[src/sv/bbg_pkg.sv]
// Shared types, constants and helper functions of the battery bar gauge.
// Used by every module of the gauge; depends on nothing else.
`default_nettype none

package bbg_pkg;

  localparam int unsigned ADC_BITS_DEF = 12;
  localparam int unsigned SENSE_W      = 12;
  localparam int unsigned MV_W         = 14;
  localparam int unsigned CAL_W        = 17;
  localparam int unsigned REF_W        = 13;
  localparam int unsigned TS_W         = 32;
  localparam int unsigned BARS_W       = 3;
  localparam int unsigned PCT_W        = 7;
  localparam int unsigned CFG_IDX_W    = 3;
  localparam int unsigned CFG_DATA_W   = 17;
  localparam int unsigned DIV_STEPS    = MV_W;
  localparam int unsigned INIT_BL_W    = 13;

  localparam logic [REF_W-1:0] REF_TIMES_DIV_MV = 13'd6600;
  localparam logic [MV_W-1:0]  MV_MAX           = 14'd16383;
  localparam logic [MV_W-1:0]  DEFAULT_BASE_MV  = 14'd4000;
  localparam logic [MV_W-1:0]  INIT_BL_MIN      = 14'd2000;
  localparam logic [MV_W-1:0]  INIT_BL_MAX      = 14'd5000;
  localparam logic [PCT_W-1:0] PCT_FULL         = 7'd100;
  localparam logic [BARS_W-1:0] BARS_TOP        = 3'd4;
  localparam logic [BARS_W-1:0] BARS_RESET      = 3'd1;

  localparam logic [CAL_W-1:0] CAL_RST      = 17'd67502;
  localparam logic [11:0]      DETECT_RST   = 12'd1000;
  localparam logic [9:0]       OFFSET_RST   = 10'd200;
  localparam logic [MV_W-1:0]  FULL_RST     = 14'd4125;
  localparam logic [MV_W-1:0]  LOW_RST      = 14'd3300;
  localparam logic [15:0]      INTERVAL_RST = 16'd500;

  localparam logic [CFG_IDX_W-1:0] CFG_CAL      = 3'd0;
  localparam logic [CFG_IDX_W-1:0] CFG_DETECT   = 3'd1;
  localparam logic [CFG_IDX_W-1:0] CFG_OFFSET   = 3'd2;
  localparam logic [CFG_IDX_W-1:0] CFG_FULL     = 3'd3;
  localparam logic [CFG_IDX_W-1:0] CFG_LOW      = 3'd4;
  localparam logic [CFG_IDX_W-1:0] CFG_INTERVAL = 3'd5;
  localparam logic [CFG_IDX_W-1:0] CFG_INIT_BL  = 3'd6;

  typedef struct packed {
    logic [CAL_W-1:0]   calibration_q16;
    logic [SENSE_W-1:0] charge_detect_level;
    logic [9:0]         charge_offset_mv;
    logic [MV_W-1:0]    full_charge_mv;
    logic [MV_W-1:0]    low_battery_mv;
    logic [15:0]        animation_interval_ms;
  } bbg_cfg_t;

  typedef struct packed {
    logic [MV_W-1:0] mv;
    logic            charging;
    logic [TS_W-1:0] now_ms;
  } bbg_item_t;

  function automatic logic [BARS_W-1:0] bars_of(input logic [MV_W-1:0] mv);
    logic [BARS_W-1:0] b;
    if (mv > 14'd3900)      b = 3'd4;
    else if (mv > 14'd3600) b = 3'd3;
    else if (mv > 14'd3300) b = 3'd2;
    else if (mv > 14'd3000) b = 3'd1;
    else                    b = 3'd0;
    return b;
  endfunction

  function automatic logic [PCT_W-1:0] pct_of(input logic [BARS_W-1:0] bars);
    logic [PCT_W-1:0] p;
    case (bars)
      3'd0: p = 7'd0;
      3'd1: p = 7'd25;
      3'd2: p = 7'd50;
      3'd3: p = 7'd75;
      3'd4: p = 7'd100;
      default: p = 7'd0;
    endcase
    return p;
  endfunction

endpackage

`default_nettype wire

[src/sv/bbg_front.sv]
// Front end of the gauge: accepts samples, scales the battery code to
// calibrated millivolts (shift-and-add quotient estimate, one correction step)
// and flags charging. Depends on bbg_pkg.
`default_nettype none

module bbg_front import bbg_pkg::*; #(
  parameter int unsigned AdcBits = ADC_BITS_DEF
) (
  input  wire logic               clk_i,
  input  wire logic               rst_ni,
  input  wire bbg_cfg_t           cfg_i,
  input  wire logic               in_valid_i,
  output logic                    in_ready_o,
  input  wire logic [AdcBits-1:0] battery_code_i,
  input  wire logic [SENSE_W-1:0] sense_code_i,
  input  wire logic [TS_W-1:0]    now_ms_i,
  input  wire logic               full_i,
  output logic                    push_o,
  output bbg_item_t               item_o
);

  localparam int unsigned MULA_W = AdcBits + REF_W;
  localparam int unsigned PROD_W = MULA_W + CAL_W;
  localparam int unsigned SUM_W  = PROD_W + 1;
  localparam int unsigned T_W    = SUM_W - 16;
  localparam int unsigned EST_W  = T_W + 1;
  localparam logic [AdcBits-1:0] DIV_D   = AdcBits'((1 << AdcBits) - 1);
  localparam logic [SUM_W-1:0]   BIAS    = SUM_W'(DIV_D) << 15;
  localparam logic [T_W-1:0]     SAT_LIM = T_W'(DIV_D) << DIV_STEPS;

  typedef enum logic [6:0] {
    F_IDLE = 7'b0000001,
    F_MULA = 7'b0000010,
    F_MULB = 7'b0000100,
    F_NORM = 7'b0001000,
    F_EST  = 7'b0010000,
    F_DIV  = 7'b0100000,
    F_PUSH = 7'b1000000
  } front_state_e;

  front_state_e        state_q, state_d;
  logic [AdcBits-1:0]  code_q;
  logic                charging_q;
  logic [TS_W-1:0]     now_q;
  logic [MULA_W-1:0]   mula_q;
  logic [PROD_W-1:0]   prod_q;
  logic [T_W-1:0]      t_q;
  logic [MV_W-1:0]     quo_q;
  logic                sat_q;
  logic [SUM_W-1:0]    sum;
  logic [T_W-1:0]      t_val;
  logic [EST_W-1:0]    est;
  logic [T_W-1:0]      rem;
  logic                ge;
  logic                accept;

  assign in_ready_o = (state_q == F_IDLE);
  assign accept     = in_valid_i && in_ready_o;
  assign push_o     = (state_q == F_PUSH) && !full_i;

  assign item_o.mv       = sat_q ? MV_MAX : quo_q;
  assign item_o.charging = charging_q;
  assign item_o.now_ms   = now_q;

  assign sum   = SUM_W'(prod_q) + BIAS;
  assign t_val = sum[SUM_W-1:16];
  assign est   = EST_W'(t_q) + EST_W'(t_q >> AdcBits) + EST_W'(t_q >> (2 * AdcBits));
  assign rem   = t_q - (T_W'(quo_q) << AdcBits) + T_W'(quo_q);
  assign ge    = rem >= T_W'(DIV_D);

  always_comb begin
    state_d = state_q;
    case (state_q)
      F_IDLE: if (accept) state_d = F_MULA;
      F_MULA: state_d = F_MULB;
      F_MULB: state_d = F_NORM;
      F_NORM: state_d = F_EST;
      F_EST:  state_d = F_DIV;
      F_DIV:  state_d = F_PUSH;
      F_PUSH: if (!full_i) state_d = F_IDLE;
      default: state_d = F_IDLE;
    endcase
  end

  always_ff @(posedge clk_i or negedge rst_ni) begin
    if (!rst_ni) begin
      state_q <= F_IDLE;
    end else begin
      state_q <= state_d;
    end
  end

  always_ff @(posedge clk_i) begin
    if (accept) begin
      code_q     <= battery_code_i;
      charging_q <= sense_code_i > cfg_i.charge_detect_level;
      now_q      <= now_ms_i;
    end
    if (state_q == F_MULA) mula_q <= MULA_W'(code_q) * MULA_W'(REF_TIMES_DIV_MV);
    if (state_q == F_MULB) prod_q <= PROD_W'(mula_q) * PROD_W'(cfg_i.calibration_q16);
    if (state_q == F_NORM) begin
      sat_q <= t_val >= SAT_LIM;
      t_q   <= t_val;
    end
    if (state_q == F_EST) begin
      quo_q <= est[AdcBits +: MV_W];
    end else if (state_q == F_DIV) begin
      quo_q <= quo_q + {{(MV_W-1){1'b0}}, ge};
    end
  end

endmodule

`default_nettype wire

[src/sv/bbg_fifo.sv]
// Two-entry queue that carries converted samples from front to back end.
// Depends on bbg_pkg for the entry type.
`default_nettype none

module bbg_fifo import bbg_pkg::*; (
  input  wire logic      clk_i,
  input  wire logic      rst_ni,
  input  wire logic      push_i,
  input  wire bbg_item_t item_i,
  input  wire logic      pop_i,
  output bbg_item_t      item_o,
  output logic           full_o,
  output logic           empty_o
);

  bbg_item_t  slot_q [2];
  logic       wr_q, rd_q;
  logic [1:0] cnt_q;

  assign full_o  = (cnt_q == 2'd2);
  assign empty_o = (cnt_q == 2'd0);
  assign item_o  = slot_q[rd_q];

  always_ff @(posedge clk_i or negedge rst_ni) begin
    if (!rst_ni) begin
      wr_q  <= 1'b0;
      rd_q  <= 1'b0;
      cnt_q <= 2'd0;
    end else begin
      if (push_i) wr_q <= !wr_q;
      if (pop_i)  rd_q <= !rd_q;
      case ({push_i, pop_i})
        2'b10:   cnt_q <= cnt_q + 2'd1;
        2'b01:   cnt_q <= cnt_q - 2'd1;
        default: cnt_q <= cnt_q;
      endcase
    end
  end

  always_ff @(posedge clk_i) begin
    if (push_i) slot_q[wr_q] <= item_i;
  end

endmodule

`default_nettype wire

[src/sv/bbg_back.sv]
// Back end of the gauge: baseline tracking, charge animation and result
// register. Depends on bbg_pkg.
`default_nettype none

module bbg_back import bbg_pkg::*; (
  input  wire logic            clk_i,
  input  wire logic            rst_ni,
  input  wire bbg_cfg_t        cfg_i,
  input  wire logic            bl_load_i,
  input  wire logic [MV_W-1:0] bl_value_i,
  input  wire bbg_item_t       item_i,
  input  wire logic            empty_i,
  output logic                 pop_o,
  output logic                 out_valid_o,
  input  wire logic            out_ready_i,
  output logic [PCT_W-1:0]     percent_o,
  output logic                 low_battery_o,
  output logic                 save_baseline_o,
  output logic [MV_W-1:0]      baseline_out_mv_o
);

  logic [MV_W-1:0]   baseline_q, bl_e;
  logic              was_charging_q;
  logic              fully_charged_q, full_e;
  logic [MV_W-1:0]   peak_q, peak_e;
  logic [BARS_W-1:0] base_q, base_e;
  logic [BARS_W-1:0] shown_q, shown_e;
  logic [TS_W-1:0]   last_q, last_e;
  logic [MV_W-1:0]   comp;
  logic [MV_W-1:0]   chk;
  logic [BARS_W-1:0] nb;
  logic [TS_W-1:0]   elapsed;
  logic [PCT_W-1:0]  pct;
  logic              save;
  logic              out_valid_q;
  logic [PCT_W-1:0]  pct_q;
  logic              low_q, save_q;

  assign pop_o             = !empty_i && (!out_valid_q || out_ready_i);
  assign out_valid_o       = out_valid_q;
  assign percent_o         = pct_q;
  assign low_battery_o     = low_q;
  assign save_baseline_o   = save_q;
  assign baseline_out_mv_o = baseline_q;

  always_comb begin
    comp    = (item_i.mv > MV_W'(cfg_i.charge_offset_mv))
            ? item_i.mv - MV_W'(cfg_i.charge_offset_mv) : '0;
    bl_e    = baseline_q;
    full_e  = fully_charged_q;
    peak_e  = peak_q;
    base_e  = base_q;
    shown_e = shown_q;
    last_e  = last_q;
    nb      = bars_of(comp);
    elapsed = '0;
    save    = 1'b0;
    pct     = '0;
    chk     = comp;
    if (item_i.charging) begin
      if (!was_charging_q) begin
        peak_e  = comp;
        base_e  = nb;
        shown_e = nb;
        full_e  = comp >= cfg_i.full_charge_mv;
        last_e  = item_i.now_ms;
        bl_e    = comp;
        save    = 1'b1;
      end
      if (comp > bl_e) begin
        bl_e = comp;
        save = 1'b1;
      end
      if (full_e) begin
        pct = PCT_FULL;
      end else begin
        if (comp > peak_e) begin
          peak_e = comp;
          if (nb > base_e) begin
            base_e  = nb;
            shown_e = nb;
          end
        end
        elapsed = item_i.now_ms - last_e;
        if (comp >= cfg_i.full_charge_mv) begin
          full_e = 1'b1;
        end else if (elapsed >= TS_W'(cfg_i.animation_interval_ms)) begin
          last_e  = item_i.now_ms;
          shown_e = shown_e + 3'd1;
          if (shown_e > BARS_TOP) shown_e = base_e;
        end
        pct = pct_of(shown_e);
      end
    end else begin
      if (item_i.mv < bl_e) begin
        bl_e = item_i.mv;
        save = 1'b1;
      end
      if (was_charging_q) full_e = 1'b0;
      pct = pct_of(bars_of(bl_e));
      chk = bl_e;
    end
  end

  always_ff @(posedge clk_i or negedge rst_ni) begin
    if (!rst_ni) begin
      baseline_q      <= DEFAULT_BASE_MV;
      was_charging_q  <= 1'b0;
      fully_charged_q <= 1'b0;
      peak_q          <= '0;
      base_q          <= BARS_RESET;
      shown_q         <= BARS_RESET;
      last_q          <= '0;
      out_valid_q     <= 1'b0;
    end else begin
      if (bl_load_i) begin
        baseline_q <= bl_value_i;
      end else if (pop_o) begin
        baseline_q      <= bl_e;
        was_charging_q  <= item_i.charging;
        fully_charged_q <= full_e;
        peak_q          <= peak_e;
        base_q          <= base_e;
        shown_q         <= shown_e;
        last_q          <= last_e;
      end
      if (pop_o)            out_valid_q <= 1'b1;
      else if (out_ready_i) out_valid_q <= 1'b0;
    end
  end

  always_ff @(posedge clk_i) begin
    if (pop_o) begin
      pct_q  <= pct;
      low_q  <= chk < cfg_i.low_battery_mv;
      save_q <= save;
    end
  end

  a_shown_range: assert property (@(posedge clk_i) disable iff (!rst_ni)
    (shown_q <= BARS_TOP) && (shown_q >= base_q))
    else $error("shown bars out of range");

  a_full_needs_charge: assert property (@(posedge clk_i) disable iff (!rst_ni)
    fully_charged_q |-> was_charging_q)
    else $error("full flag set while not charging");

  a_pop_gives_result: assert property (@(posedge clk_i) disable iff (!rst_ni)
    pop_o |=> out_valid_q)
    else $error("popped sample gave no result");

endmodule

`default_nettype wire

[src/sv/battery_bar_gauge_with_charge_animation_unit.sv]
// Battery bar gauge with charge animation: one result per sample. The front
// end accepts a sample, passes it through two multiply stages, a rounding
// stage, a quotient estimate and a correction step (division by
// 2^ADC_BITS-1) and pushes it into the queue; it takes no new sample until
// the push is done, and a full queue holds the front end in its push state.
// The back end turns the queue head into a registered result. A two-entry
// queue and the result register let both sides stall apart.
// Depends on bbg_pkg, bbg_front, bbg_fifo and bbg_back.
`default_nettype none

module battery_bar_gauge_with_charge_animation_unit import bbg_pkg::*; #(
  parameter int unsigned ADC_BITS = ADC_BITS_DEF
) (
  input  wire logic                  clk_i,
  input  wire logic                  rst_ni,
  input  wire logic                  cfg_valid_i,
  output logic                       cfg_ready_o,
  input  wire logic [CFG_IDX_W-1:0]  cfg_index_i,
  input  wire logic [CFG_DATA_W-1:0] cfg_data_i,
  input  wire logic                  in_valid_i,
  output logic                       in_ready_o,
  input  wire logic [ADC_BITS-1:0]   battery_code_i,
  input  wire logic [SENSE_W-1:0]    sense_code_i,
  input  wire logic [TS_W-1:0]       now_ms_i,
  output logic                       out_valid_o,
  input  wire logic                  out_ready_i,
  output logic [PCT_W-1:0]           percent_o,
  output logic                       low_battery_o,
  output logic                       save_baseline_o,
  output logic [MV_W-1:0]            baseline_out_mv_o
);

  bbg_cfg_t        cfg_q;
  logic            cfg_we;
  logic            bl_load;
  logic [MV_W-1:0] init_bl;
  logic [MV_W-1:0] bl_value;
  logic            push, pop, full, empty;
  bbg_item_t       push_item, head_item;

  assign cfg_ready_o = 1'b1;
  assign cfg_we      = cfg_valid_i && cfg_ready_o;
  assign bl_load     = cfg_we && (cfg_index_i == CFG_INIT_BL);
  assign init_bl     = MV_W'(cfg_data_i[INIT_BL_W-1:0]);
  assign bl_value    = ((init_bl < INIT_BL_MIN) || (init_bl > INIT_BL_MAX))
                     ? DEFAULT_BASE_MV : init_bl;

  always_ff @(posedge clk_i or negedge rst_ni) begin
    if (!rst_ni) begin
      cfg_q.calibration_q16       <= CAL_RST;
      cfg_q.charge_detect_level   <= DETECT_RST;
      cfg_q.charge_offset_mv      <= OFFSET_RST;
      cfg_q.full_charge_mv        <= FULL_RST;
      cfg_q.low_battery_mv        <= LOW_RST;
      cfg_q.animation_interval_ms <= INTERVAL_RST;
    end else if (cfg_we) begin
      case (cfg_index_i)
        CFG_CAL:      cfg_q.calibration_q16       <= cfg_data_i[CAL_W-1:0];
        CFG_DETECT:   cfg_q.charge_detect_level   <= cfg_data_i[SENSE_W-1:0];
        CFG_OFFSET:   cfg_q.charge_offset_mv      <= cfg_data_i[9:0];
        CFG_FULL:     cfg_q.full_charge_mv        <= cfg_data_i[MV_W-1:0];
        CFG_LOW:      cfg_q.low_battery_mv        <= cfg_data_i[MV_W-1:0];
        CFG_INTERVAL: cfg_q.animation_interval_ms <= cfg_data_i[15:0];
        default: cfg_q <= cfg_q;
      endcase
    end
  end

  bbg_front #(
    .AdcBits(ADC_BITS)
  ) u_front (
    .clk_i         (clk_i),
    .rst_ni        (rst_ni),
    .cfg_i         (cfg_q),
    .in_valid_i    (in_valid_i),
    .in_ready_o    (in_ready_o),
    .battery_code_i(battery_code_i),
    .sense_code_i  (sense_code_i),
    .now_ms_i      (now_ms_i),
    .full_i        (full),
    .push_o        (push),
    .item_o        (push_item)
  );

  bbg_fifo u_fifo (
    .clk_i  (clk_i),
    .rst_ni (rst_ni),
    .push_i (push),
    .item_i (push_item),
    .pop_i  (pop),
    .item_o (head_item),
    .full_o (full),
    .empty_o(empty)
  );

  bbg_back u_back (
    .clk_i            (clk_i),
    .rst_ni           (rst_ni),
    .cfg_i            (cfg_q),
    .bl_load_i        (bl_load),
    .bl_value_i       (bl_value),
    .item_i           (head_item),
    .empty_i          (empty),
    .pop_o            (pop),
    .out_valid_o      (out_valid_o),
    .out_ready_i      (out_ready_i),
    .percent_o        (percent_o),
    .low_battery_o    (low_battery_o),
    .save_baseline_o  (save_baseline_o),
    .baseline_out_mv_o(baseline_out_mv_o)
  );

endmodule

`default_nettype wire

[config.mk]
export PLATFORM = sky130hd
export DESIGN_NAME = battery_bar_gauge_with_charge_animation_unit
export DESIGN_NICKNAME = d
export VERILOG_FILES = /design/src/sv/bbg_pkg.sv /design/src/sv/bbg_front.sv /design/src/sv/bbg_fifo.sv /design/src/sv/bbg_back.sv /design/src/sv/battery_bar_gauge_with_charge_animation_unit.sv
export SDC_FILE = /design/constraint.sdc
export NUM_CORES = 2
export LEC_CHECK = 0
export BUFFER_PORTS_ARGS = -buffer_cell sky130_fd_sc_hd__buf_2
export CAP_MARGIN = 20
export CORE_MARGIN = 10
export CORE_UTILIZATION = 50
export CTS_BUF_LIST = sky130_fd_sc_hd__clkbuf_4
export CTS_CLUSTER_DIAMETER = 120
export CTS_CLUSTER_SIZE = 10
export DETAILED_ROUTE_END_ITERATION = 8
export GPL_ROUTABILITY_DRIVEN = 0
export PLACE_DENSITY = 0.62
export SYNTH_ARGS = -nofsm -noshare
export SYNTH_HDL_FRONTEND = slang
export SYNTH_SLANG_ARGS = --single-unit
[constraint.sdc]
create_clock -name clk_i -period 19.45 [get_ports clk_i]
set_input_delay 1.945 -clock clk_i [delete_from_list [all_inputs] [get_ports clk_i]]
set_output_delay 1.945 -clock clk_i [all_outputs]
set_load 0.02 [all_outputs]
==> metrics.md <==
| Metric | Value |
|---|---|
| Drt pass-1 iters | 5 |
| Worst-case clock skew | roughly 130 ps |
| Post-synth EDFFs | around 240 |
| Ys flop type | edfxtp_1 |
| Vias per cell | around 5.6 |
| Vias in the first global route | ~27,000 |
| Synthesis warning total | 0 |
| Ratio of cells with drive above 1 in the final layout | 0.1136 |
| Min-Delay Path Class | reg2reg |
| CP endpoint kind | flip-flop |
| CP most frequent cell | o21ai_0 |
| Total core area | around 75,000 um2 |
| Initial antenna violation count | 7 |
| Largest net degree at the start of global routing | between 50 and 60 |
| Post-detail-place hpwl | 73.52 mm |
| Final Hold Vio Count | 0 |
| Top-count cell post-synth | inv_1 |
| Mean Syn Cell Area | just under 10 um2 |
| Synth top area cells | edfxtp_1, fa_1, ha_1 |
| Final slew viol count | 0 |
| DIE HEIGHT | just under 300 um |
| TritonCTS clock tree | done |
| Sequential fraction of the synthesis area | 0.2977 |
| Reg clk slew, reported paths | 130 ps |
| H-tree level count | 2 |
| Req. time, crit path | between 20,000 and 25,000 ps |
| Initial Util | 0.5065 |
| Cts hold-fix bufs | 0 |
| Area grow syn2layout | 5.917% |
| Startpoint types | flip-flop |
| RSZ-0062 raised after global routing | false |
| Synthesized flop and latch total | ~400 |
| Max Cap Viol | 0 |
| GRT Total Usage | 0.2232 |
| Slew HR | 0.2877 |
| TritonCTS buffer count | between 40 and 50 |
| Fill count | slightly below 7,000 |
| Fraction of registers with async set/reset | 0.4065 |
| Port Buf Inserts | 105 |
| Worst path slowest cell | buf_4 |
| Crit path largest cell delay | between 600 and 700 ps |
| Achievable frequency | between 0.1 and 0.15 GHz |
| Delay-heaviest family, CP | compound AO/OA/AOI/OAI gates |
| Synth Cell Area | roughly 38,000 um2 |
| Die X | a little under 300 um |
| Sink Count | 401 |
| Worst-margin pin slew | ~1100 ps |
| Fin nets | ~4,700 |
| Share of the synthesized area in the top cell type | 0.1886 |
| Row cnt | 100 |
| Setup Total Neg Slack | 0 ps |
| Netlist cell types | 84 |
| Crit-path max FO | 55 |
| Routed wire length | between 90 and 100 mm |
| DR DRC count | 0 |
| Crit path buf inv count | 3 |
| Antenna-violating nets left | 0 |
| Syn Inst Count | roughly 3,800 |
| CTS Buffer Depth | 3 |
| Clock Latency Late Sink | ~870 ps |
| Worst path arrival time | between 9000 and 10,000 ps |
| Post-CTS sizing | 0 |
| # setup viols final | 0 |
| GRT overflow | 0 |
| Via count | 27,530 |
| Syn Nets | about 4,600 |
| Period utilisation layout | 0.4735 |
| Drt initial violations | 1,820 |
| Wire per inst | 19.81 um |
| CP Class | reg2reg |
| Root buffer cell | clkbuf_4 |
| Synth area leader | edfxtp_1 |
| Fin crit period | about 9200 ps |
| Postcts setup bufs | 0 |
| Io pins | roughly 110 |
| Die area | around 87,000 um2 |
| Status | finished clean |
| First-pass GRT wire length | 153.6 mm |
| Synth cell count leaders | inv_1, nand2_1, ha_1 |
[path summary, 6_finish.rpt]
path	start	to	slack [ps]	cells past startpoint
setup / recovery	u_fifo.rd_q	u_back.percent_o[5]	10240	29
hold reg to reg	u_front.now_q[13]	u_fifo.slot_q[0][13]	420	0
setup reg to reg	u_fifo.rd_q	u_back.percent_o[5]	10240	29
max in group asynchronous	rst_ni	u_back.last_q[8]	16450	3
min in group asynchronous	rst_ni	u_back.out_valid_o	990	1
hold / removal	u_front.now_q[13]	u_fifo.slot_q[0][13]	420	0
[layout make-up]
cell class	count	area (um2)	share of cell area
Clock inverter	5	78.83	0.001964
Sequential cell	401	11280	0.2811
Timing Repair Buffer	133	745.7	0.01858
Multi-Input combinational cell	2719	24060	0.5995
Tap cell	969	1212	0.03021
Clock buffer	81	608.1	0.01515
Inverter	571	2143	0.05340
Antenna cell	2	5.005	0.0001247
[metal layers]
metal | vias up | part of all wire | global-route usage
met5 | - | 0.00044 | 0
met4 | 8 | 0.026 | 0.06117
met3 | 165 | 0.064 | 0.03615
met2 | 813 | 0.47 | 0.3656
met1 | 13520 | 0.44 | 0.3035
li1 | 13020 | - | -
[stage by stage]
stage / instances / instance area (um2) / worst slack, ps / util / hold WS [ps]
6_report: 4881 / 40140 / 10240 / 0.5364 / 415.2
5_1_grt: 4881 / 40140 / 9576 / 0.5364 / 436.3
4_1_cts: 4878 / 40120 / 10540 / 0.5362 / 420.9
3_5_place_dp: 4792 / 39430 / 10580 / 0.5270 / 429.0
3_3_place_gp: 4792 / 39430 / 10740 / 0.5270 / 422.8
2_1_floorplan: 3814 / 37900 / 11580 / - / 421.5
[worst reg2reg max path: cells and delay by family, from the launching register on]
kind | cells | cell delay, ps
AO/OA/AOI/OAI | 13 | 3770
AND/OR/NAND/NOR | 7 | 2100
multiplexers | 3 | 970
buffers and inverters | 3 | 900
flip-flops | 1 | 360
adder cells (fa/ha/maj) | 3 | 940
[kinds of logic after synthesis]
kind of cell	share of synthesized area
AO/OA/AOI/OAI	0.1053
XOR/XNOR	0.03074
adder cells (fa/ha/maj)	0.3108
buffers and inverters	0.06960
flip-flops	0.2977
multiplexers	0.05705
other	0.00009896
AND/OR/NAND/NOR	0.1287
[state kept, by name (all words and copies together), names as in the netlist, 2 cells and up]
signal                    flops
u_back.peak_q                14
u_fifo.cnt_q                  2
u_front.t_q                  27
u_back.baseline_out_mv_o     14
u_front.now_q                32
u_front.state_q               7
u_back.shown_q                3
u_fifo.slot_q                94
u_front.mula_q               22
u_front.prod_q               27
u_back.last_q                32
u_front.code_q               12
u_back.base_q                 3
cfg_q                        83
u_back.percent_o              6
u_front.quo_q                14
[cells in the final DEF, fill, tap and decap left out, drive strengths merged, types with 130 or more instances in the layout]
cell / n
ha: 407
o21ai: 171
mux2: 130
buf: 133
inv: 574
nor2: 152
nand2: 431
edfxtp: 238
a21oi: 177
fa: 334
Power is not shown: default switching activity piles up to over one toggle a cycle in this logic, so the estimate is an artifact.
